[src/ltsi_pkg.sv]
// Package for the log axis subtick interpolator.
// Holds shared constants, the datapath operation codes and the control/status structs.
// No dependencies.
package ltsi_pkg;

  // Default parameter values.
  localparam int MAX_SUBTICKS_DEF = 16;
  localparam int POS_WIDTH_DEF    = 32;
  localparam int FRAC_BITS_DEF    = 22;

  // Fixed field widths.
  localparam int CFG_W = 5;
  localparam int IDX_W = 4;

  // Arithmetic constants.
  localparam logic [30:0] Q30_ONE       = 31'h4000_0000;
  localparam logic [29:0] K_LOG2_10_Q28 = 30'd891723283;
  localparam logic [29:0] K_LN2_Q30     = 30'd744261118;
  localparam logic [28:0] K_LOG10_2_Q30 = 29'd323228497;
  localparam int          TAYLOR_TERMS  = 14;
  localparam int          SQ_STEPS      = 30;
  localparam int          EXP_K_LIMIT   = 31;

  // Operation the datapath performs in the current cycle.
  typedef enum logic [3:0] {
    OP_NONE,
    OP_LOAD,
    OP_EXPL,
    OP_EXPX,
    OP_TMUL,
    OP_TDIV,
    OP_TACC,
    OP_EXPF,
    OP_HMUL,
    OP_HDIV,
    OP_NORM,
    OP_SQR,
    OP_MAG
  } op_t;

  typedef struct packed {
    op_t  op;
    logic pop;
  } cmd_t;

  typedef struct packed {
    logic has_work;
    logic div_done;
    logic tay_last;
    logic norm_ok;
    logic sq_last;
    logic j_last;
  } stat_t;

endpackage

[src/ltsi_ctrl.sv]
// Controller state machine sequencing one tick item through the datapath.
// Depends on ltsi_pkg; issues cmd_t to ltsi_dp and reads back stat_t.
module ltsi_ctrl (
  input  logic            clk,
  input  logic            rst_n,
  input  logic            in_valid,
  output logic            in_ready,
  output logic            out_valid,
  input  logic            out_ready,
  input  ltsi_pkg::stat_t stat,
  output ltsi_pkg::cmd_t  cmd
);
  import ltsi_pkg::*;

  typedef enum logic [12:0] {
    S_IDLE = 13'b0000000000001,
    S_EXPL = 13'b0000000000010,
    S_EXPX = 13'b0000000000100,
    S_TMUL = 13'b0000000001000,
    S_TDIV = 13'b0000000010000,
    S_TACC = 13'b0000000100000,
    S_EXPF = 13'b0000001000000,
    S_HMUL = 13'b0000010000000,
    S_HDIV = 13'b0000100000000,
    S_NORM = 13'b0001000000000,
    S_SQR  = 13'b0010000000000,
    S_MAG  = 13'b0100000000000,
    S_OUT  = 13'b1000000000000
  } state_t;

  state_t state_r, state_nxt;

  always_ff @(posedge clk) begin
    if (!rst_n) begin
      state_r <= S_IDLE;
    end else begin
      state_r <= state_nxt;
    end
  end

  // Next state and datapath command.
  always_comb begin
    state_nxt = state_r;
    cmd.op    = OP_NONE;
    cmd.pop   = 1'b0;
    unique case (state_r)
      S_IDLE: begin
        if (in_valid) begin
          cmd.op    = OP_LOAD;
          state_nxt = stat.has_work ? S_EXPL : S_IDLE;
        end
      end
      S_EXPL: begin
        cmd.op    = OP_EXPL;
        state_nxt = S_EXPX;
      end
      S_EXPX: begin
        cmd.op    = OP_EXPX;
        state_nxt = S_TMUL;
      end
      S_TMUL: begin
        cmd.op    = OP_TMUL;
        state_nxt = S_TDIV;
      end
      S_TDIV: begin
        cmd.op = OP_TDIV;
        if (stat.div_done) begin
          state_nxt = S_TACC;
        end
      end
      S_TACC: begin
        cmd.op    = OP_TACC;
        state_nxt = stat.tay_last ? S_EXPF : S_TMUL;
      end
      S_EXPF: begin
        cmd.op    = OP_EXPF;
        state_nxt = S_HMUL;
      end
      S_HMUL: begin
        cmd.op    = OP_HMUL;
        state_nxt = S_HDIV;
      end
      S_HDIV: begin
        cmd.op = OP_HDIV;
        if (stat.div_done) begin
          state_nxt = S_NORM;
        end
      end
      S_NORM: begin
        cmd.op = OP_NORM;
        if (stat.norm_ok) begin
          state_nxt = S_SQR;
        end
      end
      S_SQR: begin
        cmd.op = OP_SQR;
        if (stat.sq_last) begin
          state_nxt = S_MAG;
        end
      end
      S_MAG: begin
        cmd.op    = OP_MAG;
        state_nxt = S_OUT;
      end
      S_OUT: begin
        if (out_ready) begin
          cmd.pop   = 1'b1;
          state_nxt = stat.j_last ? S_IDLE : S_HMUL;
        end
      end
      default: begin
        state_nxt = S_IDLE;
      end
    endcase
  end

  assign in_ready  = (state_r == S_IDLE);
  assign out_valid = (state_r == S_OUT);

endmodule

[config.mk]
export PLATFORM = sky130hd
export DESIGN_NAME = ltsi_ctrl
export DESIGN_NICKNAME = d
export VERILOG_FILES = /design/src/ltsi_pkg.sv /design/src/ltsi_ctrl.sv
export SDC_FILE = /design/constraint.sdc
export NUM_CORES = 1
export LEC_CHECK = 0
export BUFFER_PORTS_ARGS = -buffer_cell sky130_fd_sc_hd__clkbuf_2
export CAP_MARGIN = 0
export CORE_MARGIN = 4
export CORE_UTILIZATION = 49
export CTS_BUF_LIST = sky130_fd_sc_hd__clkbuf_16
export DETAILED_ROUTE_END_ITERATION = 7
export GPL_ROUTABILITY_DRIVEN = 0
export PLACE_DENSITY = 0.74
export SYNTH_ARGS = -nofsm -noshare
export SYNTH_HDL_FRONTEND = slang
export SYNTH_SLANG_ARGS = --single-unit
[constraint.sdc]
create_clock -name clk -period 1.9 [get_ports clk]
set_input_delay 0.095 -clock clk [delete_from_list [all_inputs] [get_ports clk]]
set_output_delay 0.095 -clock clk [all_outputs]
set_load 0.02 [all_outputs]
==> impl_metrics.env <==
export IMPL_grt_overflow=0
export IMPL_finalHoldViolCount=0
export IMPL_cp_top_family="simple AND/OR/NAND/NOR gates"
export IMPL_slew_viol_final=0
export IMPL_pre_cts_ws_ns=-0.147
export IMPL_reg_largest_list="state_r x13"
export IMPL_design_die_area_um2=2850
export IMPL_dr_pass1_iters=6
export IMPL_synth_area_um2=1010
export IMPL_numPortBuffers=16
export IMPL_start_kind="flop"
export IMPL_syn_inst=127
export IMPL_yosysWarnings=0
export IMPL_syn_avg_cell_area_um2=7.93
export IMPL_area_delta_synth_final_pct=82.0
export IMPL_fmax_mhz=415
export IMPL_antenna_found_initial=0
export IMPL_synthArstFlopShare_pct=0
export IMPL_clkTransAtPathRegs_ns=0.04
export IMPL_leakagePower_nw=0.774
export IMPL_grt_pass1_vias=1404
export IMPL_worst_hold_path_type="input port to flop"
export IMPL_synth_nets=137
export IMPL_finalCritPeriodShare_pct=127
export IMPL_yosysSeqAreaShare_pct=25.8
export IMPL_crit_fanout=10
export IMPL_r2r_cells=8
export IMPL_utilization_pct=93.4
export IMPL_grt_pass1_wl_um=6780
export IMPL_cts_buffers=3
export IMPL_relSlewSlack_pct=58.0
export IMPL_antenna_left=0
export IMPL_cts_tree="built"
export IMPL_clk_latency_ns=0.26
export IMPL_grtUsageTotal_pct=33.9
export IMPL_synth_seq_cells=13
export IMPL_cap_violations=0
export IMPL_start_util_pct=51.3
export IMPL_fin_nets=197
export IMPL_drtIter0Drc=187
export IMPL_layout_cells_non_filler=213
export IMPL_vdd_drop_max_mv=0.879
export IMPL_synth_distinct_cells=42
export IMPL_cp_depth=6
export IMPL_cts_num_sinks=13
export IMPL_crit_arrival_ns=2.32
export IMPL_htree_levels=1
export IMPL_p_per_area_nw_per_um2=528
export IMPL_grt_start_max_net_pins=11
export IMPL_root_buffer="clkbuf_16"
export IMPL_path_cells="buf_4 > nor4_1 > nand2b_1 > or3_1 > nand4_1 > clkbuf_8"
export IMPL_drt_wl_total_um=5920
export IMPL_dp_hpwl_um=2560
export IMPL_r2r_setup_slack_ns=-0.38
export IMPL_vias=1603
export IMPL_path_buf_inv=2
export IMPL_status="finished, violations left"
export IMPL_largest_register_ffs=13
export IMPL_rsz0062_at_grt="true"
export IMPL_fin_crit_ns=2.41
export IMPL_violations="setup timing"
export IMPL_min_path_cells=2
export IMPL_die_height_um=53.3
export IMPL_drive_gt1_share_pct=58.6
export IMPL_end_kind="output port"
export IMPL_hold_buffers=0
export IMPL_largest_register="state_r"
export IMPL_timing_final_ws_setup_ns=-0.511
export IMPL_synth_enable_flop_cells=0
export IMPL_max_stage_delay_ns=0.59
export IMPL_pin_count=17
export IMPL_ys_flop_type="dfxtp_1"
export IMPL_place_inst=194
export IMPL_clock_path_buffers=2
export IMPL_route_detailed_drc=0
export IMPL_criticalPathCategory="flop to output port"
export IMPL_cp_slowest_cell="nor4_1"
export IMPL_worstPathRequired_ns=1.80
export IMPL_wire_per_inst_um=27.8
export IMPL_antennaDiodeCount=0
export IMPL_hold_slack_ns=0.114
export IMPL_core_area_um2=1960
export IMPL_die_w_um=53.3
export IMPL_finalSetupTns_ns=-5.23
export IMPL_clock_skew_final_ns=0.0120
export IMPL_via_per_inst=7.53
export IMPL_num_rows=16
export IMPL_tightest_slew_ns=0.624
export IMPL_setup_violations_final=20
## cells by family after synthesis
| logic type | Yosys count | share of synthesized area (%) |
|---|---|---|
| AO/OA/AOI/OAI | 25 | 16.6 |
| XOR/XNOR | 6 | 5.22 |
| buffers and inverters | 11 | 5.96 |
| flip-flops | 13 | 25.8 |
| AND/OR/NAND/NOR | 72 | 46.3 |
## placed cells by master, fill, tap and decap left out, types with 3 or more instances in the layout
master	n
or4_4	7
nand3_1	5
nor4b_1	4
nand4_1	6
buf_6	12
xnor2_1	4
a21oi_1	3
or3_1	4
clkbuf_16	3
buf_8	3
nor2_1	3
clkbuf_2	9
o21ai_0	4
buf_4	36
or3_4	4
dfxtp_2	6
dfxtp_1	7
nand2_1	6
nor3_1	7
o21ai_2	4
## synthesized netlist by cell type (all sizes together) (2+ instances only)
cell type | number | area, µm²
nand2 | 6 | 22.5
nor2 | 5 | 18.8
nand4b | 2 | 17.5
nor3b | 2 | 15.0
buf | 4 | 32.5
clkbuf | 5 | 20.0
nor3 | 8 | 45.0
nand4 | 6 | 37.5
xnor2 | 4 | 35.0
xor2 | 2 | 17.5
and3 | 2 | 12.5
nor4b | 4 | 35.0
or4b | 2 | 20.0
o21ai | 11 | 58.8
and2 | 3 | 18.8
dfxtp | 13 | 260
or3 | 8 | 50.1
a21oi | 4 | 20.0
inv | 2 | 7.51
or4 | 8 | 75.1
nand3 | 7 | 35.0
nor4 | 5 | 31.3
## per-layer routing
| metal | vias up | track usage (%) | part of all wire [%] |
|---|---|---|---|
| li1 | 621 | - | - |
| met1 | 740 | 37.9 | 35 |
| met2 | 174 | 52.4 | 43 |
| met3 | 68 | 12.1 | 14 |
| met4 | 0 | 24.3 | 8.3 |
| met5 | - | 0 | 0 |
## final timing paths
path	startpoint	end
worst max register to register	state_r[7]	state_r[3]
worst min register to register	state_r[9]	state_r[11]
worst min-delay path	rst_n	state_r[0]
worst max-delay path	state_r[8]	cmd[2]
## where the power goes
group / internal, W / switching, W
clock: 0.000279 / 0.000137
sequential: 0.000279 / 0.00000435
combinational: 0.000129 / 0.000140
total: 0.000687 / 0.000282
## area by class of cell
cell class / count / area [µm²]
Tap cell: 27 / 33.8
Timing Repair Buffer: 64 / 563
Fill cell: 57 / 129
Multi-Input combinational cell: 103 / 882
Sequential cell: 13 / 268
Inverter: 2 / 7.51
Clock inverter: 1 / 3.75
Clock buffer: 3 / 75.1
## timing repair
| item | CTS | global route |
|---|---|---|
| cloned | 0 | 0 |
| hold endpoints to repair | 0 | 0 |
| pin swaps | 5 | 25 |
| gates resized for setup | 24 | 49 |
| buffers inserted | 5 | 12 |
| endpoints found under the setup margin | 19 | 19 |
## stage by stage
| step | cell area, µm² | power [W] |
|---|---|---|
| finish | 1830 | 0.000968 |
| global route | 1830 | 0.000982 |
| CTS | 1560 | 0.000870 |
| detailed placement | 1340 | 0.000455 |
| global placement | 1340 | 0.000451 |
| floorplan | 1040 | 0.000385 |
Power figures use the tool's default switching activity.
